[src/rtl/gcd_pkg.sv]
// Shared types, constants and elaboration-time helpers for the great circle distance block.
// Depends on nothing; used by every cell and by the top level.
package gcd_pkg;

    // CORDIC word width, Q48 angles and coordinates with sign headroom
    localparam int CW = 52;
    // Square root: 62-bit radicand, 31-bit root
    localparam int SQ_STEPS = 31;
    localparam int SQ_RAD_W = 2 * SQ_STEPS;

    localparam logic [63:0] PI_Q48       = 64'h0003_243F_6A88_85A3;
    localparam logic [63:0] TWO_PI_Q48   = PI_Q48 << 1;
    localparam logic [63:0] HALF_PI_Q48  = PI_Q48 >> 1;
    localparam logic [63:0] GAIN_INV_Q48 = 64'h9B74_EDA8 << 16;
    localparam logic [63:0] D2R_Q36      = PI_Q48 / 64'd737280;
    localparam logic [63:0] ONE_Q30      = 64'd1 << 30;
    localparam logic [63:0] PI_Q30       = PI_Q48 >> 18;

    typedef struct packed {
        logic signed [CW-1:0] x;
        logic signed [CW-1:0] y;
        logic signed [CW-1:0] z;
        logic                 flag;
    } cordic_t;

    typedef struct packed {
        logic [SQ_RAD_W-1:0] rad;
        logic [SQ_STEPS+1:0] rem;
        logic [SQ_STEPS-1:0] root;
    } sqrt_t;

    // Bit-serial long division of a constant by a small constant divisor
    function automatic logic [63:0] div_small(input logic [63:0] num, input logic [7:0] den);
        logic [63:0] q;
        logic [8:0]  rem;
        q   = '0;
        rem = '0;
        for (int b = 63; b >= 0; b--) begin
            rem = {rem[7:0], num[b]};
            if (rem >= {1'b0, den}) begin
                rem  = rem - {1'b0, den};
                q[b] = 1'b1;
            end
        end
        return q;
    endfunction

    // atan(2^-i) in Q48: series in Q60 with truncated terms, rounded to Q48
    function automatic logic [63:0] atan_q48(input int i);
        logic [63:0] sum;
        logic [63:0] term;
        int          k;
        sum = '0;
        k   = 0;
        if (i == 0) begin
            return PI_Q48 >> 2;
        end
        while (i * (2 * k + 1) <= 60) begin
            term = div_small(64'd1 << (60 - i * (2 * k + 1)), 8'(2 * k + 1));
            if (k % 2 == 1) begin
                sum = sum - term;
            end
            else begin
                sum = sum + term;
            end
            k = k + 1;
        end
        return (sum + 64'd2048) >> 12;
    endfunction

endpackage

[src/rtl/gcd_cordic_cell.sv]
// One CORDIC micro-rotation, rotation mode (sign of z) or vectoring mode (sign of y).
// Depends on gcd_pkg for the word type and the arctangent constants.
module gcd_cordic_cell #(
    parameter int IDX    = 0,
    parameter bit VECTOR = 1'b0
) (
    input  logic             clk,
    input  gcd_pkg::cordic_t d_in,
    output gcd_pkg::cordic_t d_out
);

    localparam logic signed [gcd_pkg::CW-1:0] ANG = gcd_pkg::CW'(gcd_pkg::atan_q48(IDX));

    gcd_pkg::cordic_t q_reg;
    gcd_pkg::cordic_t q_next;
    logic signed [gcd_pkg::CW-1:0] dx;
    logic signed [gcd_pkg::CW-1:0] dy;
    logic sigma;

    // Rotate toward zero angle (rotation) or toward the x axis (vectoring)
    always_comb
    begin
        dx     = d_in.y >>> IDX;
        dy     = d_in.x >>> IDX;
        sigma  = VECTOR ? d_in.y[gcd_pkg::CW-1] : ~d_in.z[gcd_pkg::CW-1];
        q_next = d_in;
        if (sigma)
        begin
            q_next.x = d_in.x - dx;
            q_next.y = d_in.y + dy;
            q_next.z = d_in.z - ANG;
        end
        else
        begin
            q_next.x = d_in.x + dx;
            q_next.y = d_in.y - dy;
            q_next.z = d_in.z + ANG;
        end
    end

    always_ff @(posedge clk)
    begin
        q_reg <= q_next;
    end

    assign d_out = q_reg;

endmodule

[config.mk]
export PLATFORM = sky130hd
export DESIGN_NAME = gcd_cordic_cell
export DESIGN_NICKNAME = d
export VERILOG_FILES = /design/src/rtl/gcd_pkg.sv /design/src/rtl/gcd_cordic_cell.sv
export SDC_FILE = /design/constraint.sdc
export NUM_CORES = 1
export LEC_CHECK = 0
export BUFFER_PORTS_ARGS = -buffer_cell sky130_fd_sc_hd__buf_2
export CAP_MARGIN = 20
export CORE_AREA = 3 3 210 212
export CTS_CLUSTER_DIAMETER = 100
export CTS_CLUSTER_SIZE = 25
export DETAILED_ROUTE_END_ITERATION = 12
export DIE_AREA = 0 0 213 215
export GPL_TIMING_DRIVEN = 0
export HOLD_SLACK_MARGIN = 0.08
export PLACE_DENSITY = 0.56
export SYNTH_ARGS = -nofsm -noshare
export SYNTH_HDL_FRONTEND = slang
export SYNTH_SLANG_ARGS = --single-unit
[constraint.sdc]
create_clock -name clk -period 8.7 [get_ports clk]
set_input_delay 0.435 -clock clk [delete_from_list [all_inputs] [get_ports clk]]
set_output_delay 0.435 -clock clk [all_outputs]
set_load 0.01 [all_outputs]
==> metrics <==
hold depth=2; clk sinks=156; CTS Hold Bufs=4; Initial DRC Count=1508; port bufs=314; H-tree depth=4; final hold viol count=0; Min-Delay Startpoint=d_in[4]; PostCTS Resize Cnt=0; Die H=215 um; actual slew at the worst max-slew pin=approximately 1.2 ns; FF+latch area=around 0.0031 sq mm; Cell Area, Placed=0.0171 sq mm; Filler cells=approximately 4.5k; root buffer cell=clkbuf_16; largest net degree at the start of global routing=32; P_leak=8.32 nW; final wirelength=61600 um; Fin Setup TNS=0 ns; initial antenna violation count=3; gr usage total=0.260; slew margin rel.=0.217; fmax=between 200 and 250 MHz; Final Slew Violations=0; ys async rst share=0; Pwr per Cell Area=170 mW/mm^2; clock transition at the registers of the reported paths=0.07 ns; Initial Util=0.351; area of the core=0.0421 sq mm; Tcrit/Tclk final=0.569; total power draw=3.00 mW; Setup crit end=d_out[51]; area of the multi-input gates=~0.011 sq mm; Arr. time, crit path=5.30 ns; layout cell share with drive strength beyond 1=0.174; cells along the critical path=buf_2 -> clkinv_1 -> clkbuf_2 -> buf_12 -> ha_1 -> a21oi_1 -> nand2_1 -> nor4_1 -> o221ai_1 -> a31oi_2 -> o41ai_2 -> a31o_2 -> a31o_2 -> a221oi_2 -> o21ai_1 -> xor2_1; max-cap viol count=0; CP Data Required Time=9.05 ns; critical path depth in cells=16; Post-Syn Area=0.0148 sq mm; ys flop type=dfxtp_1; vias per cell=5.60; vias in the first global route=15.6k; critical path's top delay family=compound AO/OA/AOI/OAI gates; slowest CP cell=buf_2; first-pass GRT wire length=between 90000 and 100000 um; commonest non-fill, non-tap cell in the layout=buf_2; DRC=0; RSZ-0062 raised after global routing=no; Crit Path Max Fanout=31; P&R area growth vs syn=19.4%; dpl hpwl=50000 um; Critical Path Start=d_in[52]; Hold Crit Class=primary input to flip-flop; Setup crit end kind=flip-flop; NumNets Final=2649; Pre-antenna DRT Iters=5; Max stage delay on crit path=0.54 ns; Final Instance Area=approximately 0.018 sq mm; antenna cells=0; # rows=75; Syn Area/Cell=~7.6 sq um; post-route minimum period=4.95 ns; die area=0.0458 sq mm; final core area utilization=0.419; WP buf/inv=4; sequential element share of the synthesized area=0.211; Routed WL per cell=21.7 um; library cells used by synthesis=between 70 and 80; post-route ant nets=0; VDD IR max=168 uV; crit start category=primary input; max reg flops=156; GPL Wtd Cong=0.991; most frequent cells in the layout=buf_2 (324), a21oi_1 (285), ha_1 (200), nor2_1 (165), inv_1 (163); synth warn=0; WS Path Type=primary input to flip-flop; post-CTS setup buffers=0; Synth Register Bits=156; I/O Pins=315; Synth Net Count=2311; routed vias=~16k; width of the die=roughly 210 um; aggregate global routing overflow=0; EDFF count, synth=0; Post-Syn Instances=between 1.5k and 2k; final setup violation count=0; total CTS buffers=17; CTS tree=yes; status=finished clean; CTS max path bufs=2; CP most frequent cell=a31o_2
==> synth_stat cells (all sizes together), types with 28 or more instances <==
cell type / n / area share
a21oi: 289 / 0.099
ha: 200 / 0.17
inv: 171 / 0.044
nor2: 165 / 0.042
dfxtp: 156 / 0.21
xnor2: 123 / 0.073
o21ai: 120 / 0.041
nand2: 102 / 0.026
a21o: 59 / 0.030
clkbuf: 55 / 0.014
o21bai: 50 / 0.025
nand3: 37 / 0.013
o31ai: 34 / 0.018
nand4: 32 / 0.014
nor3: 31 / 0.010
buf: 28 / 0.0092
mux2i: 28 / 0.019
==> final cells by class <==
cell class | instances | share of cell area
well taps | 539 | 0.0382
clock buffers | 17 | 0.0241
flip-flops and latches | 156 | 0.177
inverters | 178 | 0.0380
clock inverters | 15 | 0.00779
repair buffers | 319 | 0.0924
multi-input cells | 1532 | 0.603
plain buffers | 83 | 0.0195
==> kinds of logic after synthesis <==
logic type | after synthesis | synth area share
buffers and inverters | 261 | 0.0685
adders and majority gates | 204 | 0.175
and+or+nand+nor | 460 | 0.145
muxes | 28 | 0.0189
AOI/OAI and AO/OA | 696 | 0.297
xor gates and xnor gates | 144 | 0.0852
DFF | 156 | 0.211
==> worst min-delay path by stage <==
stage | slack [ns] | endpoint
2_1_floorplan | 0.46 | d_out[0]
3_3_place_gp | 0.54 | d_out[1]
3_5_place_dp | 0.54 | d_out[2]
4_1_cts | 0.12 | d_out[4]
5_1_grt | 0.16 | d_out[4]
6_report | 0.18 | d_out[4]
==> through the flow <==
| stage | std cells | worst slack, ns | hold WS, ns |
|---|---|---|---|
| finish | 2839 | 3.75 | 0.182 |
| global route | 2839 | 3.45 | 0.158 |
| CTS | 2839 | 3.86 | 0.119 |
| detailed placement | 2803 | 3.33 | 0.542 |
| global placement | 2802 | 2.27 | 0.537 |
| floorplan | 1949 | 4.51 | 0.463 |
==> power breakdown <==
part | leakage (nW) | switching [mW] | internal, mW | total (mW)
Combinational | 6.73 | 0.846 | 0.488 | 1.33
Sequential | 1.32 | 0.0441 | 0.883 | 0.927
Clock | 0.270 | 0.341 | 0.397 | 0.738
Total | 8.32 | 1.23 | 1.77 | 3.00
==> routing by layer <==
metal / up-vias / global-route usage / wire, um
li1: 7580 / - / -
met1: 7467 / 0.337 / 26700
met2: 734 / 0.427 / 28100
met3: 121 / 0.0554 / 4660
met4: 6 / 0.0929 / 2090
met5: - / 0 / 39
(Power assumes the default switching activity.)
