`src/rtl/gcd_pkg.sv`:
```
// Shared types, constants and elaboration-time helpers for the great circle distance block.
// Depends on nothing; used by every cell and by the top level.
package gcd_pkg;

    // CORDIC word width, Q48 angles and coordinates with sign headroom
    localparam int CW = 52;
    // Square root: 62-bit radicand, 31-bit root
    localparam int SQ_STEPS = 31;
    localparam int SQ_RAD_W = 2 * SQ_STEPS;

    localparam logic [63:0] PI_Q48       = 64'h0003_243F_6A88_85A3;
    localparam logic [63:0] TWO_PI_Q48   = PI_Q48 << 1;
    localparam logic [63:0] HALF_PI_Q48  = PI_Q48 >> 1;
    localparam logic [63:0] GAIN_INV_Q48 = 64'h9B74_EDA8 << 16;
    localparam logic [63:0] D2R_Q36      = PI_Q48 / 64'd737280;
    localparam logic [63:0] ONE_Q30      = 64'd1 << 30;
    localparam logic [63:0] PI_Q30       = PI_Q48 >> 18;

    typedef struct packed {
        logic signed [CW-1:0] x;
        logic signed [CW-1:0] y;
        logic signed [CW-1:0] z;
        logic                 flag;
    } cordic_t;

    typedef struct packed {
        logic [SQ_RAD_W-1:0] rad;
        logic [SQ_STEPS+1:0] rem;
        logic [SQ_STEPS-1:0] root;
    } sqrt_t;

    // Bit-serial long division of a constant by a small constant divisor
    function automatic logic [63:0] div_small(input logic [63:0] num, input logic [7:0] den);
        logic [63:0] q;
        logic [8:0]  rem;
        q   = '0;
        rem = '0;
        for (int b = 63; b >= 0; b--) begin
            rem = {rem[7:0], num[b]};
            if (rem >= {1'b0, den}) begin
                rem  = rem - {1'b0, den};
                q[b] = 1'b1;
            end
        end
        return q;
    endfunction

    // atan(2^-i) in Q48: series in Q60 with truncated terms, rounded to Q48
    function automatic logic [63:0] atan_q48(input int i);
        logic [63:0] sum;
        logic [63:0] term;
        int          k;
        sum = '0;
        k   = 0;
        if (i == 0) begin
            return PI_Q48 >> 2;
        end
        while (i * (2 * k + 1) <= 60) begin
            term = div_small(64'd1 << (60 - i * (2 * k + 1)), 8'(2 * k + 1));
            if (k % 2 == 1) begin
                sum = sum - term;
            end
            else begin
                sum = sum + term;
            end
            k = k + 1;
        end
        return (sum + 64'd2048) >> 12;
    endfunction

endpackage

```
`src/rtl/gcd_red_cell.sv`:
```
// One doubling step of the angle reduction modulo 2*pi (Q48 residue).
// Depends on gcd_pkg for the 2*pi constant.
module gcd_red_cell (
    input  logic        clk,
    input  logic [51:0] r_in,
    output logic [51:0] r_out
);

    logic [51:0] r_reg;
    logic [51:0] r_next;
    logic [51:0] dbl;

    // Double and drop one period when it overflows
    always_comb
    begin
        dbl = {r_in[50:0], 1'b0};
        if (dbl >= 52'(gcd_pkg::TWO_PI_Q48))
        begin
            r_next = dbl - 52'(gcd_pkg::TWO_PI_Q48);
        end
        else
        begin
            r_next = dbl;
        end
    end

    always_ff @(posedge clk)
    begin
        r_reg <= r_next;
    end

    assign r_out = r_reg;

endmodule

```
`config.mk`:
```
export PLATFORM = sky130hd
export DESIGN_NAME = gcd_red_cell
export DESIGN_NICKNAME = d
export VERILOG_FILES = /design/src/rtl/gcd_pkg.sv /design/src/rtl/gcd_red_cell.sv
export SDC_FILE = /design/constraint.sdc
export NUM_CORES = 1
export LEC_CHECK = 0
export BUFFER_PORTS_ARGS = -buffer_cell sky130_fd_sc_hd__buf_4
export CAP_MARGIN = 25
export CORE_MARGIN = 2
export CORE_UTILIZATION = 25
export CTS_CLUSTER_DIAMETER = 50
export CTS_CLUSTER_SIZE = 40
export DETAILED_ROUTE_END_ITERATION = 10
export GPL_ROUTABILITY_DRIVEN = 0
export REMOVE_ABC_BUFFERS = 1
export SYNTH_ARGS = -nofsm -noshare
export SYNTH_HDL_FRONTEND = slang
export SYNTH_SLANG_ARGS = --single-unit
```
`constraint.sdc`:
```
create_clock -name clk -period 2.7 [get_ports clk]
set_input_delay 0.405 -clock clk [delete_from_list [all_inputs] [get_ports clk]]
set_output_delay 0.405 -clock clk [all_outputs]
set_load 0.05 [all_outputs]
```
==> results.sh, run 1 <==
export IMPL_tightestPinTransition_ps=888
export IMPL_worstHoldPathType="in -> reg"
export IMPL_max_freq_mhz=404
export IMPL_setup_violations_final=0
export IMPL_synth_edff_count=0
export IMPL_diodes=0
export IMPL_start_util_pct=25.7
export IMPL_pwr_density_cell_nw_per_um2=574
export IMPL_worstPathArrival_ps=2660
export IMPL_timing_final_ws_setup_ps=227
export IMPL_die_area_sq_um=10900
export IMPL_dpl_hpwl_um=5940
export IMPL_clock_root_buffer="clkbuf_8"
export IMPL_clockBufferDepth=2
export IMPL_h_tree_depth=2
export IMPL_antenna_found_initial=0
export IMPL_tritoncts="yes"
export IMPL_routed_wl_um=7480
export IMPL_maxSlewHeadroom_pct=40.6
export IMPL_drc=0
export IMPL_final_cell_mix="136 x buf_4, 51 x dfxtp_1, 26 x xor2_1"
export IMPL_cts_sinks=51
export IMPL_maxCapViolCount=0
export IMPL_synth_seq_cells=51
export IMPL_largest_register_ffs=51
export IMPL_nets=473
export IMPL_dr_pass1_iters=4
export IMPL_ir_drop_mv=0.184
export IMPL_post_route_period_util_pct=91.6
export IMPL_dpl_worst_slack_ps=-144
export IMPL_crit_fanout=30
export IMPL_p_leak_nw=1.65
export IMPL_drive_above_1_share_pct=36.0
export IMPL_dieWidth_um=104
export IMPL_ys_flop_type="dfxtp_1"
export IMPL_vias_per_cell=4.57
export IMPL_cts_buffers=5
export IMPL_synthTopCellsByArea="dfxtp_1 41%, xor2_1 9.1%, xnor2_1 8.0%, nand2_1 3.7%, nor2_1 3.4%"
export IMPL_cts_resized=0
export IMPL_grt_ovfl_total=0
export IMPL_grt_start_max_net_pins=31
export IMPL_wl_per_cell_um=13.5
export IMPL_io_buffers=102
export IMPL_ios=105
export IMPL_syn_avg_cell_area_sq_um=8.85
export IMPL_min_period_ps=2470
export IMPL_hold_viol=0
export IMPL_status="finished, final reports clean"
export IMPL_grt_pass1_wl_um=12100
export IMPL_end_kind="flip-flop"
export IMPL_ys_seq_area_share_pct=40.6
export IMPL_grt_use_total_pct=13.7
export IMPL_cp_data_required_time_ps=2890
export IMPL_drt_iter0_markers=136
export IMPL_async_reset_ff_share_pct=0
export IMPL_fin_cells=553
export IMPL_netlist_area_sq_um=2510
export IMPL_final_common_cell="buf_4"
export IMPL_rsz0062_at_grt="false"
export IMPL_slew_viol_final=0
export IMPL_post_cts_buffers=0
export IMPL_synth_warnings=0
export IMPL_die_y_um=104
export IMPL_clk_pin_slew_ps=90
export IMPL_placed_cells=545
export IMPL_area_delta_synth_final_pct=50.0
export IMPL_num_vias=2525
export IMPL_synthCells=284
export IMPL_critPathKind="in -> reg"
export IMPL_drtAntennaViolNets=0
export IMPL_crit_path_start_kind="input pin"
export IMPL_synth_largest_area_cell="dfxtp_1"
export IMPL_ctsHoldBuffers=0
export IMPL_synth_top_area_share_pct=40.6
export IMPL_rows=36
export IMPL_grt_pass1_vias=2452
export IMPL_core_area_sq_um=9770
export IMPL_yosys_cell_types_count=43
[power breakdown]
part / total, mW / internal (mW) / switching, mW / leakage [nW]
logic: 0.817 / 0.284 / 0.533 / 1.17
registers: 0.871 / 0.845 / 0.0261 / 0.430
clock network: 0.476 / 0.234 / 0.242 / 0.0515
total: 2.16 / 1.36 / 0.801 / 1.65
[cell usage after synthesis, types with 3 or more instances]
| master | count |
|---|---|
| dfxtp_1 | 51 |
| xor2_1 | 26 |
| nand2_1 | 25 |
| nor2_1 | 23 |
| xnor2_1 | 23 |
| o21ai_0 | 15 |
| nand3_1 | 13 |
| a21oi_1 | 12 |
| nor3_1 | 9 |
| a31oi_1 | 7 |
| nor4_1 | 7 |
| o211ai_1 | 6 |
| a211oi_1 | 5 |
| and3_1 | 5 |
| a21o_1 | 4 |
| buf_2 | 4 |
| nand2b_1 | 4 |
| nand4_1 | 4 |
| a31o_2 | 3 |
| and2_1 | 3 |
| clkbuf_1 | 3 |
| nand3b_1 | 3 |
| nor2b_1 | 3 |
| o21a_1 | 3 |
[critical path, stage by stage]
cell and delay, ps:
buf_4 120, nor4_1 330, buf_4 180, o211ai_1 90
a31o_2 250, o21a_1 220, a21boi_4 720, nor3_1 160
xor2_1 180
[per-layer routing]
metal	up-vias	wire [um]	track usage, %
li1	1285	-	-
met1	1163	3440	17.0
met2	70	3550	23.1
met3	7	400	3.20
met4	0	89	4.63
met5	-	0	0
[cell families after synthesis]
logic type                 after synthesis  share of synthesized area (%)
adders and majority gates                1                          0.498
buffers and inverters                    9                           1.99
and+or+nand+nor                        106                           21.2
other                                    1                          0.149
xor gates and xnor gates                49                           17.1
DFF                                     51                           40.6
AOI/OAI and AO/OA                       67                           18.4
[final cells by class]
class	instances	area [sq um]
clock buffer	8	100
fill	1020	6000
multi-input combinational	224	1440
sequential	51	1020
tap	133	166
timing repair buffer	137	1040
[metrics by stage]
step / hold WS, ps / total power [mW] / instance area (sq um) / utilization, % / setup TNS (ps)
after floorplan: 502 / 1.38 / 2460 / - / 0
after global placement: 610 / 1.71 / 3670 / 37.5 / -2790
after detailed placement: 610 / 1.71 / 3670 / 37.5 / -2730
after CTS: 276 / 2.20 / 3770 / 38.6 / 0
after global routing: 271 / 2.27 / 3770 / 38.6 / 0
final: 288 / 2.16 / 3770 / 38.6 / 0
[final timing paths]
check	from	end	slack, ps	cells after the start
max	r_in[14]	r_out[37]	230	9
min	r_in[37]	r_out[38]	290	2
(Power assumes the default switching activity.)
==> run 2, diff against run 1 <==
--- a/config.mk
+++ b/config.mk
@@ -9,9 +9,10 @@
 export CAP_MARGIN = 25
 export CORE_MARGIN = 2
-export CORE_UTILIZATION = 25
+export CORE_UTILIZATION = 48
 export CTS_CLUSTER_DIAMETER = 50
 export CTS_CLUSTER_SIZE = 40
 export DETAILED_ROUTE_END_ITERATION = 10
 export GPL_ROUTABILITY_DRIVEN = 0
+export PLACE_DENSITY = 0.8
 export REMOVE_ABC_BUFFERS = 1
 export SYNTH_ARGS = -nofsm -noshare
==> constraint.sdc (replaced) <==
create_clock -name clk -period 2.7 [get_ports clk]
set_input_delay 0.27 -clock clk [delete_from_list [all_inputs] [get_ports clk]]
set_output_delay 0.27 -clock clk [all_outputs]
set_load 0.05 [all_outputs]
==> run 2 against run 1 <==
Compared with the run above:
- fmax is 7.5% higher
- clock power is 14% higher
- global-route usage is 9.1 points higher
- setup slack better by 170 ps
==> results.sh, run 2 (same netlist as run 1, synthesis figures left out) <==
export IMPL_die_area_sq_um=5830
export IMPL_min_period_ps=2300
export IMPL_tightestPinTransition_ps=838
export IMPL_fillers=453
export IMPL_slew_viol_final=0
export IMPL_grt_pass1_wl_um=11100
export IMPL_vias_per_cell=5.33
export IMPL_critPathKind="in -> reg"
export IMPL_antenna_found_initial=0
export IMPL_tritoncts="yes"
export IMPL_maxCapViolCount=0
export IMPL_drc=0
export IMPL_utilization_pct=69.2
export IMPL_post_route_period_util_pct=85.2
export IMPL_worstHoldPathType="in -> reg"
export IMPL_tns_ps=0
export IMPL_grt_use_total_pct=22.8
export IMPL_hold_viol=0
export IMPL_num_vias=2475
export IMPL_crit_path_start_kind="input pin"
export IMPL_dieWidth_um=76.3
export IMPL_holdWs_ps=158
export IMPL_routed_wl_um=6570
export IMPL_final_common_cell="buf_4"
export IMPL_clock_root_buffer="clkbuf_8"
export IMPL_cp_data_required_time_ps=2930
export IMPL_placed_cells=456
export IMPL_wl_per_cell_um=14.2
export IMPL_core_area_sq_um=5070
export IMPL_cts_sinks=51
export IMPL_grt_start_max_net_pins=31
export IMPL_drtAntennaViolNets=0
export IMPL_p_leak_nw=1.54
export IMPL_ctsHoldBuffers=0
export IMPL_ios=105
export IMPL_drt_iter0_markers=230
export IMPL_cts_buffers=5
export IMPL_worstPathArrival_ps=2530
export IMPL_h_tree_depth=2
export IMPL_fin_cells=464
export IMPL_dpl_hpwl_um=5040
export IMPL_rows=26
export IMPL_status="finished, final reports clean"
export IMPL_placed_area_sq_um=3400
export IMPL_crit_fanout=30
export IMPL_setup_violations_final=0
export IMPL_ir_drop_mv=0.338
export IMPL_grt_pass1_vias=2408
export IMPL_end_kind="flip-flop"
export IMPL_grt_ovfl_total=0
export IMPL_area_delta_synth_final_pct=39.8
export IMPL_nets=447
export IMPL_clockBufferDepth=2
export IMPL_start_util_pct=49.5
export IMPL_io_buffers=102
export IMPL_clk_pin_slew_ps=90
export IMPL_die_y_um=76.3
export IMPL_design_area_sq_um=3510
export IMPL_dr_pass1_iters=4
export IMPL_cts_resized=0
export IMPL_rsz0062_at_grt="false"
export IMPL_max_freq_mhz=435
export IMPL_pwr_density_cell_nw_per_um2=627
export IMPL_drive_above_1_share_pct=32.0
export IMPL_largest_register_ffs=51
export IMPL_post_cts_buffers=0
export IMPL_maxSlewHeadroom_pct=44.0
export IMPL_final_cell_mix="110 x buf_4, 51 x dfxtp_1, 26 x xor2_1"
export IMPL_diodes=0
==> run 2: changes by cell type in the layout (fill, tap and decap cells not counted) <==
| cell | change |
|---|---|
| buf_4 | -26 |
| bufinv_16 | +1 |
| clkbuf_1 | -1 |
| clkbuf_8 | -1 |
| clkinv_2 | +1 |
==> run 2: final timing paths <==
path               endpoint  startpoint  cells after the start
setup / recovery  r_out[48]    r_in[40]                      8
hold / removal    r_out[37]    r_in[36]                      2
==> run 2: report_power, final <==
group / total, mW / internal, mW / leakage, nW / switching [mW]
clock: 0.541 / 0.300 / 0.0612 / 0.242
combinational: 0.790 / 0.263 / 1.04 / 0.527
sequential: 0.869 / 0.845 / 0.430 / 0.0245
==> run 2: metrics by stage <==
step | total power, mW | setup slack (ps)
after global placement | 1.67 | 88.6
after floorplan | 1.38 | 399
final | 2.20 | 399
after global routing | 2.31 | 138
after CTS | 2.22 | 401
after detailed placement | 1.68 | 96.2
==> run 2: critical path, cell delays in order <==
cell and delay, ps:
buf_4 120, or3_1 390, or2_4 270, or3_1 390, o21a_1 220, a21boi_4 250
a2111oi_2 430, xor2_1 180
==> run 2: layout make-up <==
class / instances / area [sq um] / share of cell area, %
clock buffer: 6 / 82.6 / 2.35
clock inverter: 2 / 35.0 / 0.997
sequential: 51 / 1020 / 29.1
tap: 70 / 87.6 / 2.49
multi-input combinational: 224 / 1440 / 41.0
timing repair buffer: 111 / 846 / 24.1
==> run 2: routing by layer <==
layer  global-route usage (%)  vias to the layer above  part of all wire [%]
met2                     39.2                      102                    50
li1                         -                     1234                     -
met1                     28.6                     1131                    42
met4                     7.27                        0                  0.99
met5                        0                        -                     0
met3                     4.74                        8                   7.0
==> run 3, diff against run 2 <==
Settings changed: CORE_MARGIN 2 to 10.
==> run 3 against run 2 <==
Compared with the run above:
- clock-buffer cell count unchanged
- setup slack improved by 30 ps
- die area is 46% higher
- critical endpoint is now r_out[40]
- largest cell class unchanged
==> results.sh, run 3 (same netlist as run 1, synthesis figures left out) <==
export IMPL_status="finished, final reports clean"
export IMPL_core_area_sq_um=5110
export IMPL_nets=449
export IMPL_die_area_sq_um=8530
export IMPL_min_period_ps=2270
export IMPL_grt_ovfl_total=0
export IMPL_m1WireLength_um=2920
export IMPL_setup_violations_final=0
export IMPL_grt_pass1_wl_um=11600
export IMPL_final_cell_mix="112 x buf_4, 51 x dfxtp_1, 26 x xor2_1"
export IMPL_io_buffers=102
export IMPL_wl_per_cell_um=15.5
export IMPL_antenna_found_initial=0
export IMPL_ios=105
export IMPL_tritoncts="yes"
export IMPL_cp_startpoint="r_in[14]"
export IMPL_p_leak_nw=1.55
export IMPL_maxCapViolCount=0
export IMPL_utilization_pct=69.4
export IMPL_pwr_density_cell_nw_per_um2=644
export IMPL_top_layer="met4"
export IMPL_timing_final_ws_setup_ps=429
export IMPL_maxSlewHeadroom_pct=44.2
export IMPL_hold_viol=0
export IMPL_ctsHoldBuffers=0
export IMPL_grt_use_total_pct=16.4
export IMPL_largest_register_ffs=51
export IMPL_max_freq_mhz=440
export IMPL_cts_buffers=5
export IMPL_diodes=0
export IMPL_vias_per_cell=5.29
export IMPL_end_kind="flip-flop"
export IMPL_dr_pass1_iters=4
export IMPL_dieWidth_um=92.3
export IMPL_cp_data_required_time_ps=2870
export IMPL_slew_viol_final=0
export IMPL_cts_sinks=51
export IMPL_die_y_um=92.3
export IMPL_tns_ps=0
export IMPL_post_route_period_util_pct=84.1
export IMPL_ir_drop_mv=0.350
export IMPL_clockBufferDepth=2
export IMPL_dpl_worst_slack_ps=108
export IMPL_clk_pin_slew_ps=90
export IMPL_drive_above_1_share_pct=32.1
export IMPL_crit_fanout=30
export IMPL_final_common_cell="buf_4"
export IMPL_drc=0
export IMPL_dpl_hpwl_um=5840
export IMPL_tightestPinTransition_ps=835
export IMPL_post_cts_buffers=0
export IMPL_design_area_sq_um=3540
export IMPL_drtAntennaViolNets=0
export IMPL_h_tree_depth=2
export IMPL_clock_root_buffer="clkbuf_8"
export IMPL_wl_met3_um=640
export IMPL_num_vias=2464
export IMPL_placed_area_sq_um=3410
export IMPL_critPathKind="in -> reg"
export IMPL_rows=26
export IMPL_cts_resized=0
export IMPL_drt_iter0_markers=120
export IMPL_endpoint="r_out[40]"
export IMPL_worstPathArrival_ps=2440
export IMPL_routed_wl_um=7200
export IMPL_area_delta_synth_final_pct=41.0
export IMPL_wl_met2_um=3550
export IMPL_start_util_pct=49.2
export IMPL_worstHoldPathType="in -> reg"
export IMPL_grt_pass1_vias=2384
export IMPL_crit_path_start_kind="input pin"
export IMPL_rsz0062_at_grt="false"
export IMPL_grt_start_max_net_pins=31
## run 3: critical path, stage by stage
cell,delay (ps)
buf_4,120
nor4_1,390
o211ai_1,160
a31o_2,260
o21a_1,230
a21boi_4,690
a211oi_1,140
xor2_1,190
## run 3: power breakdown
| part | internal (mW) | switching [mW] |
|---|---|---|
| logic | 0.266 | 0.531 |
| registers | 0.845 | 0.0240 |
| clock network | 0.370 | 0.246 |
## run 3: layout make-up
type | instances | area [sq um]
clock inverter | 2 | 60.1
timing repair buffer | 113 | 861
multi-input combinational | 224 | 1440
clock buffer | 6 | 72.6
fill | 410 | 1560
sequential | 51 | 1020
tap | 70 | 87.6
## run 3: worst min-delay path by stage
| stage | end | depth (start not counted) | slack (ps) | startpoint |
|---|---|---|---|---|
| finish | r_out[48] | 2 | 150 | r_in[47] |
| global route | r_out[48] | 2 | 140 | r_in[47] |
| CTS | r_out[48] | 2 | 140 | r_in[47] |
| detailed placement | r_out[48] | 2 | 470 | r_in[47] |
| global placement | r_out[48] | 2 | 480 | r_in[47] |
| floorplan | r_out[12] | 1 | 370 | r_in[11] |
## run 3: routing by layer
layer	track usage (%)	up-vias
li1	-	1235
met1	19.4	1122
met2	27.8	100
met3	5.33	7
met4	4.50	0
met5	0	-
## run 3: through the flow
step                      total power [mW]  hold slack [ps]  instances
after floorplan                       1.38              367        275
after global placement                1.68              475        458
after detailed placement              1.69              472        458
after CTS                             2.30              142        466
after global routing                  2.38              138        466
final                                 2.28              149        466
