[config.mk]
export PLATFORM = sky130hd
export DESIGN_NAME = gcd_sqrt_cell
export DESIGN_NICKNAME = d
export VERILOG_FILES = /design/src/rtl/gcd_pkg.sv /design/src/rtl/gcd_sqrt_cell.sv
export SDC_FILE = /design/constraint.sdc
export NUM_CORES = 1
export LEC_CHECK = 0
export BUFFER_PORTS_ARGS = -buffer_cell sky130_fd_sc_hd__clkbuf_2
export CORE_MARGIN = 2
export CORE_UTILIZATION = 45
export DETAILED_ROUTE_END_ITERATION = 6
export GPL_TIMING_DRIVEN = 0
export HOLD_SLACK_MARGIN = 0.02
export PLACE_DENSITY = 0.78
export SKIP_LAST_GASP = 1
export SLEW_MARGIN = 0
export SYNTH_ARGS = -nofsm -noshare
export SYNTH_HDL_FRONTEND = slang
export SYNTH_SLANG_ARGS = --single-unit
[constraint.sdc]
create_clock -name clk -period 2.89 [get_ports clk]
set_input_delay 0.1445 -clock clk [delete_from_list [all_inputs] [get_ports clk]]
set_output_delay 0.1445 -clock clk [all_outputs]
set_load 0.005 [all_outputs]
[src/rtl/gcd_pkg.sv]
// Shared types, constants and elaboration-time helpers for the great circle distance block.
// Depends on nothing; used by every cell and by the top level.
package gcd_pkg;

    // CORDIC word width, Q48 angles and coordinates with sign headroom
    localparam int CW = 52;
    // Square root: 62-bit radicand, 31-bit root
    localparam int SQ_STEPS = 31;
    localparam int SQ_RAD_W = 2 * SQ_STEPS;

    localparam logic [63:0] PI_Q48       = 64'h0003_243F_6A88_85A3;
    localparam logic [63:0] TWO_PI_Q48   = PI_Q48 << 1;
    localparam logic [63:0] HALF_PI_Q48  = PI_Q48 >> 1;
    localparam logic [63:0] GAIN_INV_Q48 = 64'h9B74_EDA8 << 16;
    localparam logic [63:0] D2R_Q36      = PI_Q48 / 64'd737280;
    localparam logic [63:0] ONE_Q30      = 64'd1 << 30;
    localparam logic [63:0] PI_Q30       = PI_Q48 >> 18;

    typedef struct packed {
        logic signed [CW-1:0] x;
        logic signed [CW-1:0] y;
        logic signed [CW-1:0] z;
        logic                 flag;
    } cordic_t;

    typedef struct packed {
        logic [SQ_RAD_W-1:0] rad;
        logic [SQ_STEPS+1:0] rem;
        logic [SQ_STEPS-1:0] root;
    } sqrt_t;

    // Bit-serial long division of a constant by a small constant divisor
    function automatic logic [63:0] div_small(input logic [63:0] num, input logic [7:0] den);
        logic [63:0] q;
        logic [8:0]  rem;
        q   = '0;
        rem = '0;
        for (int b = 63; b >= 0; b--) begin
            rem = {rem[7:0], num[b]};
            if (rem >= {1'b0, den}) begin
                rem  = rem - {1'b0, den};
                q[b] = 1'b1;
            end
        end
        return q;
    endfunction

    // atan(2^-i) in Q48: series in Q60 with truncated terms, rounded to Q48
    function automatic logic [63:0] atan_q48(input int i);
        logic [63:0] sum;
        logic [63:0] term;
        int          k;
        sum = '0;
        k   = 0;
        if (i == 0) begin
            return PI_Q48 >> 2;
        end
        while (i * (2 * k + 1) <= 60) begin
            term = div_small(64'd1 << (60 - i * (2 * k + 1)), 8'(2 * k + 1));
            if (k % 2 == 1) begin
                sum = sum - term;
            end
            else begin
                sum = sum + term;
            end
            k = k + 1;
        end
        return (sum + 64'd2048) >> 12;
    endfunction

endpackage

[src/rtl/gcd_sqrt_cell.sv]
// One digit of a restoring integer square root: two radicand bits in, one root bit out.
// Depends on gcd_pkg for the square root word type.
module gcd_sqrt_cell (
    input  logic           clk,
    input  gcd_pkg::sqrt_t d_in,
    output gcd_pkg::sqrt_t d_out
);

    localparam int RW = gcd_pkg::SQ_STEPS + 2;
    localparam int SN = gcd_pkg::SQ_STEPS;

    gcd_pkg::sqrt_t q_reg;
    gcd_pkg::sqrt_t q_next;
    logic [RW+1:0] cur;
    logic [RW+1:0] trial;

    // Bring down two bits and try the next root bit
    always_comb
    begin
        cur        = {d_in.rem, d_in.rad[gcd_pkg::SQ_RAD_W-1 -: 2]};
        trial      = {2'b00, d_in.root, 2'b01};
        q_next.rad = {d_in.rad[gcd_pkg::SQ_RAD_W-3:0], 2'b00};
        if (cur >= trial)
        begin
            q_next.rem  = RW'(cur - trial);
            q_next.root = {d_in.root[SN-2:0], 1'b1};
        end
        else
        begin
            q_next.rem  = RW'(cur);
            q_next.root = {d_in.root[SN-2:0], 1'b0};
        end
    end

    always_ff @(posedge clk)
    begin
        q_reg <= q_next;
    end

    assign d_out = q_reg;

endmodule

==> results of run 1 <==
==> routing by layer <==
layer	track usage, %	vias up
li1	-	2598
met2	52.3	245
met5	0	-
met3	8.96	61
met4	16.0	0
met1	32.8	2512
==> power by group <==
| part | total, mW | leakage [nW] | internal [mW] | switching [mW] |
|---|---|---|---|---|
| Sequential | 1.94 | 1.05 | 1.88 | 0.0553 |
| Clock | 2.10 | 0.271 | 1.34 | 0.762 |
| Combinational | 1.17 | 2.87 | 0.605 | 0.561 |
| Total | 5.21 | 4.19 | 3.83 | 1.38 |
==> Yosys cell counts, types with 3 or more instances <==
cell                          n
sky130_fd_sc_hd__a2111oi_0    3
sky130_fd_sc_hd__inv_1       50
sky130_fd_sc_hd__and3_1       4
sky130_fd_sc_hd__nor3_1      11
sky130_fd_sc_hd__nor2_1      27
sky130_fd_sc_hd__a21oi_2      3
sky130_fd_sc_hd__nand2_1     30
sky130_fd_sc_hd__ha_1        33
sky130_fd_sc_hd__buf_12       3
sky130_fd_sc_hd__a21oi_1     37
sky130_fd_sc_hd__dfxtp_1    124
sky130_fd_sc_hd__o21a_1       7
sky130_fd_sc_hd__nand4_1      6
sky130_fd_sc_hd__o31ai_1      6
sky130_fd_sc_hd__mux2i_1      4
sky130_fd_sc_hd__nand3_1     12
sky130_fd_sc_hd__a211o_1      3
sky130_fd_sc_hd__nand2b_1     6
sky130_fd_sc_hd__o21ai_0     20
sky130_fd_sc_hd__a221oi_1     3
sky130_fd_sc_hd__a21o_1       4
sky130_fd_sc_hd__o21bai_1     5
sky130_fd_sc_hd__nor4_1       5
sky130_fd_sc_hd__xnor2_1     22
sky130_fd_sc_hd__o211ai_1    10
sky130_fd_sc_hd__mux2_4      18
sky130_fd_sc_hd__buf_2        5
sky130_fd_sc_hd__mux2_2       6
sky130_fd_sc_hd__a211oi_1     4
==> cell families after synthesis <==
logic type,count (synthesis)
buf+inv,65
flops,124
mux,28
compound gates,127
xor+xnor,24
fa+ha+maj,33
simple gates,111
other cells,1
==> area by class of cell <==
class / count / area [um^2]
Clock buffer: 19 / 433
Sequential cell: 124 / 2480
Timing Repair Buffer: 374 / 2480
Clock inverter: 11 / 148
Fill cell: 729 / 2820
Buffer: 14 / 130
Multi-Input combinational cell: 325 / 2540
Tap cell: 143 / 179
Antenna cell: 1 / 2.50
Inverter: 51 / 204
==> final timing paths <==
| kind | end | cells past startpoint | slack, ns |
|---|---|---|---|
| max | d_out[54]$_DFF_P_ | 14 | 0.07 |
| min | d_out[57]$_DFF_P_ | 3 | 0.06 |
==> stage by stage <==
step / setup slack [ns] / instance area (um^2)
after floorplan: 0.460 / 5250
after global placement: 0.0563 / 6680
after detailed placement: 0.0265 / 6680
after CTS: 0.00471 / 8450
after global routing: -0.00694 / 8600
final: 0.0657 / 8600
==> layout by cell type, fill, tap and decap left out, drive strengths merged, types with 5 or more instances in the layout <==
cell / n
a211oi: 5
a21oi: 41
buf: 18
clkbuf: 271
dfxtp: 124
dlygate4sd3: 118
ha: 33
inv: 51
mux2: 24
nand2: 30
nand2b: 6
nand3: 12
nand4: 7
nor2: 27
nor3: 11
nor4: 5
o211ai: 11
o21a: 8
o21ai: 23
o21bai: 5
o31ai: 6
xnor2: 22
==> repair_timing <==
action                                  4_1_cts  5_1_grt
buffers inserted                              0        6
endpoints found under the setup margin        0       26
resized for setup                             0       18
endpoints found under the hold margin       118        0
hold buffers                                118        0
==> qor.log, run 1 <==
qor: clock_tree.clkTransAtPathRegs 0.05 ns
qor: status.status finished clean
qor: worst_setup_path.worstPathCellList dlygate4sd3_1 > clkbuf_2 > inv_1 > ha_1 > buf_2 > nand4_1 > or4_1 > o21a_1 > buf_6 > o21a_4 > buf_12 > inv_12 > buf_12 > mux2_4
qor: logic_synthesis.yosys.cell_types.count 60
qor: clock_tree.ctsRootBufferMaster sky130_fd_sc_hd__clkbuf_16
qor: routing.vias 5,416
qor: routing.drt_first_iter_violations 373
qor: clock_tree.cts-buffers-inserted 17
qor: floorplanning.placement_rows 39
qor: routing.detailroute.wirelength.met2 9460 um
qor: worst_setup_path.slowest_delay 0.54 ns
qor: timing.max_slew_headroom_at_the_worst_pin 66.8%
qor: timing.tightest_slew 0.493 ns
qor: grt.global_route_wire_length_before_repair 29,400 um
qor: logic_synthesis.synthMuxAreaShare 7.20%
qor: floorplanning.floorplan.die.width 112 um
qor: grt.grt_start_max_net_pins 17
qor: timing.final_hold_viol_count 0
qor: worst_setup_path.crit_path_top_delay_cell sky130_fd_sc_hd__dlygate4sd3_1
qor: timing.min_period_over_period 97.7%
qor: timing.setup_tns 0 ns
qor: logic_synthesis.post_synth_edffs 0
qor: grt.grt_antenna_before_repair 1
qor: pwr.max-vdd-ir-drop 0.000547 V
qor: routing.first_pass_iters 5
qor: worst_setup_path.crit_start d_in[8]
qor: worst_setup_path.worst-path-buf-inv 8
qor: routing.met1_length 7390 um
qor: worst_setup_path.critPathArrivalTime 3.12 ns
qor: timing.final_hold_slack 0.0565 ns
qor: logic_synthesis.dominant_cells_by_area_after_synthesis sky130_fd_sc_hd__dfxtp_1 (47%), sky130_fd_sc_hd__ha_1 (7.9%), sky130_fd_sc_hd__mux2_4 (5.1%), sky130_fd_sc_hd__xnor2_1 (3.7%), sky130_fd_sc_hd__inv_1 (3.6%)
qor: worst_setup_path.type_of_destination_of_the_critical_path register
qor: layout.final-instance-count-excl-fill 1,062
qor: logic_synthesis.async_flop_share 0%
qor: clock_tree.clock_tree.buffer_depth 2
qor: routing.routed-wl-met3 1260 um
qor: routing.route.final.wire_length 19,000 um
qor: logic_synthesis.synth_warnings 0
qor: timing.setup_violations 0
qor: logic_synthesis.synth_compound_area_share 16.9%
qor: hold_path.timing.hold.worst.class input pin to register
qor: worst_setup_path.crit_required 3.19 ns
qor: place.portBuffers 250
qor: hold_path.min_from d_in[55]
qor: clock_tree.clock_sinks 124
qor: grt.global_route.overflow_total 0
qor: worst_setup_path.crit_path_max_fanout 10
qor: layout.flip_flop_count_of_the_largest_register_after_layout 124
qor: floorplanning.die_h 112 um
qor: logic_synthesis.syn_inst 513
qor: routing.drc_errors 0
qor: clock_tree.cts_max_level 4
qor: timing.timing.fmax 0.354 GHz
qor: logic_synthesis.netlist_area 5250 um^2
qor: logic_synthesis.synthAdderAreaFrac 7.86%
qor: timing.min_period 2.82 ns
qor: layout.synthToLayoutAreaGrowth 63.7%
qor: routing.drt.antenna.violating_nets 0
qor: floorplanning.core_region_area 11,400 um^2
qor: logic_synthesis.synth_top_cell_area_share 47.3%
qor: routing.maxUsedRoutingLayer met4
qor: floorplanning.area_of_the_die 12,500 um^2
qor: logic_synthesis.combinational_family_with_the_most_area_after_synthesis compound AO/OA/AOI/OAI gates
qor: place.placed_cells 907
qor: pwr.power.static_leakage 4.19 nW
qor: logic_synthesis.syn_avg_cell_area 10.2 um^2
qor: pwr.design_power_total 5.21 mW
qor: floorplanning.boundaryPins 253
qor: layout.final_layout_size_suffix_gt1_share 37.7%
qor: grt.grtUsageTotal 29.9%
qor: job.max-cap-violations 0
qor: grt.number_of_global_route_vias_before_repair 5,658
qor: logic_synthesis.synth_area_leader_cell sky130_fd_sc_hd__dfxtp_1
qor: worst_setup_path.cpLargestDelayFamily buffers and inverters
qor: layout.layout.nets 1,067
qor: pwr.power.density 606 nW/um^2
qor: logic_synthesis.ys.flop_type sky130_fd_sc_hd__dfxtp_1
qor: clock_tree.cts_tree built
qor: worst_setup_path.crit_path_start_kind input pin
qor: logic_synthesis.synth_simple_gate_area_share 10.3%
qor: logic_synthesis.synth_sequential_area_ratio 47.3%
qor: layout.post-route-util 75.3%
qor: logic_synthesis.synth.ff_latch_count 124
qor: logic_synthesis.yosys.area_share.xor_xnor 4.00%
qor: worst_setup_path.timing_worst_setup_path_type input pin to register
qor: routing.viasPerCell 5.10
qor: place.finalWeightedCongestion 0.892
qor: place.dp.final_hpwl 12,200 um
qor: floorplanning.initial_core_utilization 46.0%
qor: timing.slew_violations 0
qor: worst_setup_path.critical_path.most_common_cell sky130_fd_sc_hd__buf_12
qor: routing.route.detailed.wl_per_inst 17.9 um
Power figures use the tool's default switching activity.
==> inputs of run 2 (changes only) <==
--- a/config.mk
+++ b/config.mk
@@ -5,13 +5,14 @@
 export SDC_FILE = /design/constraint.sdc
 export NUM_CORES = 1
 export LEC_CHECK = 0
+export ABC_AREA = 1
 export BUFFER_PORTS_ARGS = -buffer_cell sky130_fd_sc_hd__clkbuf_2
 export CORE_MARGIN = 2
 export CORE_UTILIZATION = 45
 export DETAILED_ROUTE_END_ITERATION = 6
 export GPL_TIMING_DRIVEN = 0
 export HOLD_SLACK_MARGIN = 0.02
-export PLACE_DENSITY = 0.78
+export PLACE_DENSITY = 0.76
 export SKIP_LAST_GASP = 1
 export SLEW_MARGIN = 0
 export SYNTH_ARGS = -nofsm -noshare
==> qor.log, run 2 <==
qor: layout.most_common_cell_after_layout_fill_and_taps_aside sky130_fd_sc_hd__nand2_1
qor: logic_synthesis.syn_inst 814 [+59%]
qor: worst_setup_path.cpLargestDelayFamily simple AND/OR/NAND/NOR gates
qor: clock_tree.cts_tree built
qor: timing.min_period 2.22 ns [-0.602 ns]
qor: grt.global_route.overflow_total 0 [unchanged]
qor: worst_setup_path.crit_path_start_kind input pin
qor: worst_setup_path.slowest_delay 0.56 ns [+0.02 ns]
qor: logic_synthesis.synth.ff_latch_count 124 [unchanged]
qor: layout.post-route-util 71.9% [-3.4 points]
qor: job.max-cap-violations 0 [unchanged]
qor: routing.route.final.wire_length 19,700 um [+3.8%]
qor: logic_synthesis.synth_top_cell_area_share 42.7% [-4.6 points]
qor: timing.final_hold_viol_count 0 [unchanged]
qor: floorplanning.floorplan.die.width 118 um [+5.1%]
qor: layout.flip_flop_count_of_the_largest_register_after_layout 124 [unchanged]
qor: timing.setup_violations 0 [unchanged]
qor: routing.route.detailed.wl_per_inst 14.2 um [-21%]
qor: logic_synthesis.netlist_area 5820 um^2 [+11%]
qor: logic_synthesis.synth_commonest_cells sky130_fd_sc_hd__nand2_1 (291), sky130_fd_sc_hd__inv_1 (156), sky130_fd_sc_hd__dfxtp_1 (124)
qor: worst_setup_path.crit_path_top_delay_cell sky130_fd_sc_hd__dlygate4sd3_1
qor: layout.layout.nets 1,365 [+28%]
qor: layout.mostFrequentLayoutCells sky130_fd_sc_hd__nand2_1 (291), sky130_fd_sc_hd__clkbuf_2 (250), sky130_fd_sc_hd__inv_1 (156)
qor: grt.number_of_global_route_vias_before_repair 6,264 [+11%]
qor: clock_tree.clkTransAtPathRegs 0.06 ns [about the same]
qor: place.dp.final_hpwl 13,600 um [+11%]
qor: timing.grt_setup_unrepaired false
qor: worst_setup_path.timing_worst_setup_path_type input pin to register
qor: logic_synthesis.yosys.cell_types.count 32 [-47%]
qor: clock_tree.resized_after_cts 0 [unchanged]
qor: timing.min_period_over_period 76.9% [-21 points]
qor: timing.timing.fmax 0.450 GHz [+27%]
qor: routing.viasPerCell 4.53 [-11%]
qor: worst_setup_path.critical_path.most_common_cell sky130_fd_sc_hd__nand2_1
qor: floorplanning.die_h 118 um [+5.1%]
qor: clock_tree.cts_hold_buf 121 [+2.5%]
qor: pwr.power.static_leakage 5.20 nW [+24%]
qor: clock_tree.post_cts_buffers 0 [unchanged]
qor: layout.synthToLayoutAreaGrowth 55.9%
qor: clock_tree.clock_sinks 124 [unchanged]
qor: worst_setup_path.type_of_destination_of_the_critical_path register
qor: logic_synthesis.synth_area_leader_cell sky130_fd_sc_hd__dfxtp_1
qor: worst_setup_path.worstPathCellList dlygate4sd3_1 > clkbuf_2 > inv_1 > ha_1 > nand2_1 > inv_2 > nand2_1 > nor2_2 > nand4_1 > nand3_2 > nand2_4 > nand2_8 > buf_12 > nand3_2 > nand2_1
qor: logic_synthesis.synth_sequential_area_ratio 42.7% [-4.6 points]
qor: logic_synthesis.post_synth_edffs 0 [unchanged]
qor: logic_synthesis.async_flop_share 0% [unchanged]
qor: floorplanning.area_of_the_die 13,900 um^2 [+10%]
qor: logic_synthesis.synth_most_common_cell sky130_fd_sc_hd__nand2_1
qor: place.placed_cells 1,237 [+36%]
qor: place.portBuffers 250 [unchanged]
qor: logic_synthesis.synth_warnings 0 [unchanged]
qor: logic_synthesis.dominant_cells_by_area_after_synthesis sky130_fd_sc_hd__dfxtp_1 (43%), sky130_fd_sc_hd__nand2_1 (19%), sky130_fd_sc_hd__inv_1 (10%), sky130_fd_sc_hd__ha_1 (7.1%), sky130_fd_sc_hd__nand3_1 (5.0%)
qor: worst_setup_path.worst-path-buf-inv 5 [-3]
qor: clock_tree.ctsRootBufferMaster sky130_fd_sc_hd__clkbuf_16
qor: grt.grt_start_max_net_pins 17 [unchanged]
qor: logic_synthesis.syn_avg_cell_area 7.15 um^2 [-30%]
qor: place.finalWeightedCongestion 0.912 [+2.3%]
qor: layout.final.fill_count 1,033 [+42%]
qor: pwr.max-vdd-ir-drop 0.000349 V [-36%]
qor: floorplanning.placement_rows 41 [+5.1%]
qor: layout.final-instance-count-excl-fill 1,389 [+31%]
qor: hold_path.timing.hold.worst.class input pin to register
qor: worst_setup_path.crit_required 3.25 ns [+0.06 ns]
qor: timing.setup_tns 0 ns [unchanged]
qor: layout.final_layout_size_suffix_gt1_share 27.2% [-10 points]
qor: status.status finished clean
qor: routing.drt.antenna.violating_nets 0 [unchanged]
qor: clock_tree.cts-buffers-inserted 17 [unchanged]
qor: clock_tree.cts_max_level 4 [unchanged]
qor: logic_synthesis.ys.flop_type sky130_fd_sc_hd__dfxtp_1
qor: layout.antenna-diode-count 0 [-1]
qor: floorplanning.initial_core_utilization 46.1% [+0.13 points]
qor: pwr.power.density 563 nW/um^2 [-7.1%]
qor: layout.sequential_cell_area 2480 um^2 [unchanged]
qor: grt.grt_antenna_before_repair 0 [-1]
qor: routing.drc_errors 0 [unchanged]
qor: routing.first_pass_iters 5 [unchanged]
qor: routing.vias 6,297 [+16%]
qor: timing.slew_violations 0 [unchanged]
qor: floorplanning.core_region_area 12,600 um^2 [+11%]
qor: routing.drt_first_iter_violations 375 [+0.54%]
qor: worst_setup_path.critPathArrivalTime 2.58 ns [-0.54 ns]
qor: floorplanning.boundaryPins 253 [unchanged]
qor: grt.grtUsageTotal 28.5% [-1.4 points]
qor: grt.global_route_wire_length_before_repair 31,200 um [+5.9%]
qor: clock_tree.clock_tree.buffer_depth 2 [unchanged]
qor: worst_setup_path.crit_path_max_fanout 10 [unchanged]
qor: layout.multi_input_area 2630 um^2 [+3.5%]
[run 2: final cells by class]
type / instances / share of cell area [%]
Buffer: 11 / 1.01
Clock buffer: 18 / 4.73
Clock inverter: 13 / 1.57
Inverter: 165 / 6.83
Multi-Input combinational cell: 515 / 29.0
Sequential cell: 124 / 27.4
Tap cell: 172 / 2.37
Timing Repair Buffer: 371 / 27.1
[run 2: worst paths after layout]
kind | startpoint | endpoint | cells past startpoint
worst max-delay path | d_in[11] | d_out[54]$_DFF_P_ | 15
worst min-delay path | d_in[124] | d_out[31]$_DFF_P_ | 3
[run 2: cell families (layout without fill, tap and decap cells)]
kind of cell | Yosys count | count (layout) | share of synthesized area (%)
adders and majority gates | 33 | 33 | 7.10
DFF | 124 | 124 | 42.7
xor gates and xnor gates | 14 | 14 | 2.11
AOI/OAI and AO/OA | 23 | 23 | 2.06
and+or+nand+nor | 443 | 443 | 33.8
other | 1 | 2 | 0.0644
buffers and inverters | 176 | 578 | 12.2
[run 2: metal layers]
layer,up-vias,share of wire (%),global-route usage [%]
li1,3242,-,-
met1,2760,41,32.9
met2,254,49,50.2
met3,41,6.1,6.69
met4,0,3.5,12.4
met5,-,0,0
[run 2: power by group]
group	total, mW	switching (mW)	internal, mW
logic	1.10	0.604	0.501
registers	1.92	0.0473	1.87
clock network	2.08	0.812	1.27
[run 2: metrics by stage]
stage	total power, mW	area, um^2	hold WS [ns]	worst slack (ns)
3_5_place_dp	2.90	7290	0.248	0.828
4_1_cts	5.08	9070	0.0283	0.729
6_report	5.10	9070	0.0402	0.668
5_1_grt	5.34	9070	0.0693	0.531
2_1_floorplan	2.49	5820	0.172	1.29
3_3_place_gp	2.88	7290	0.247	0.837
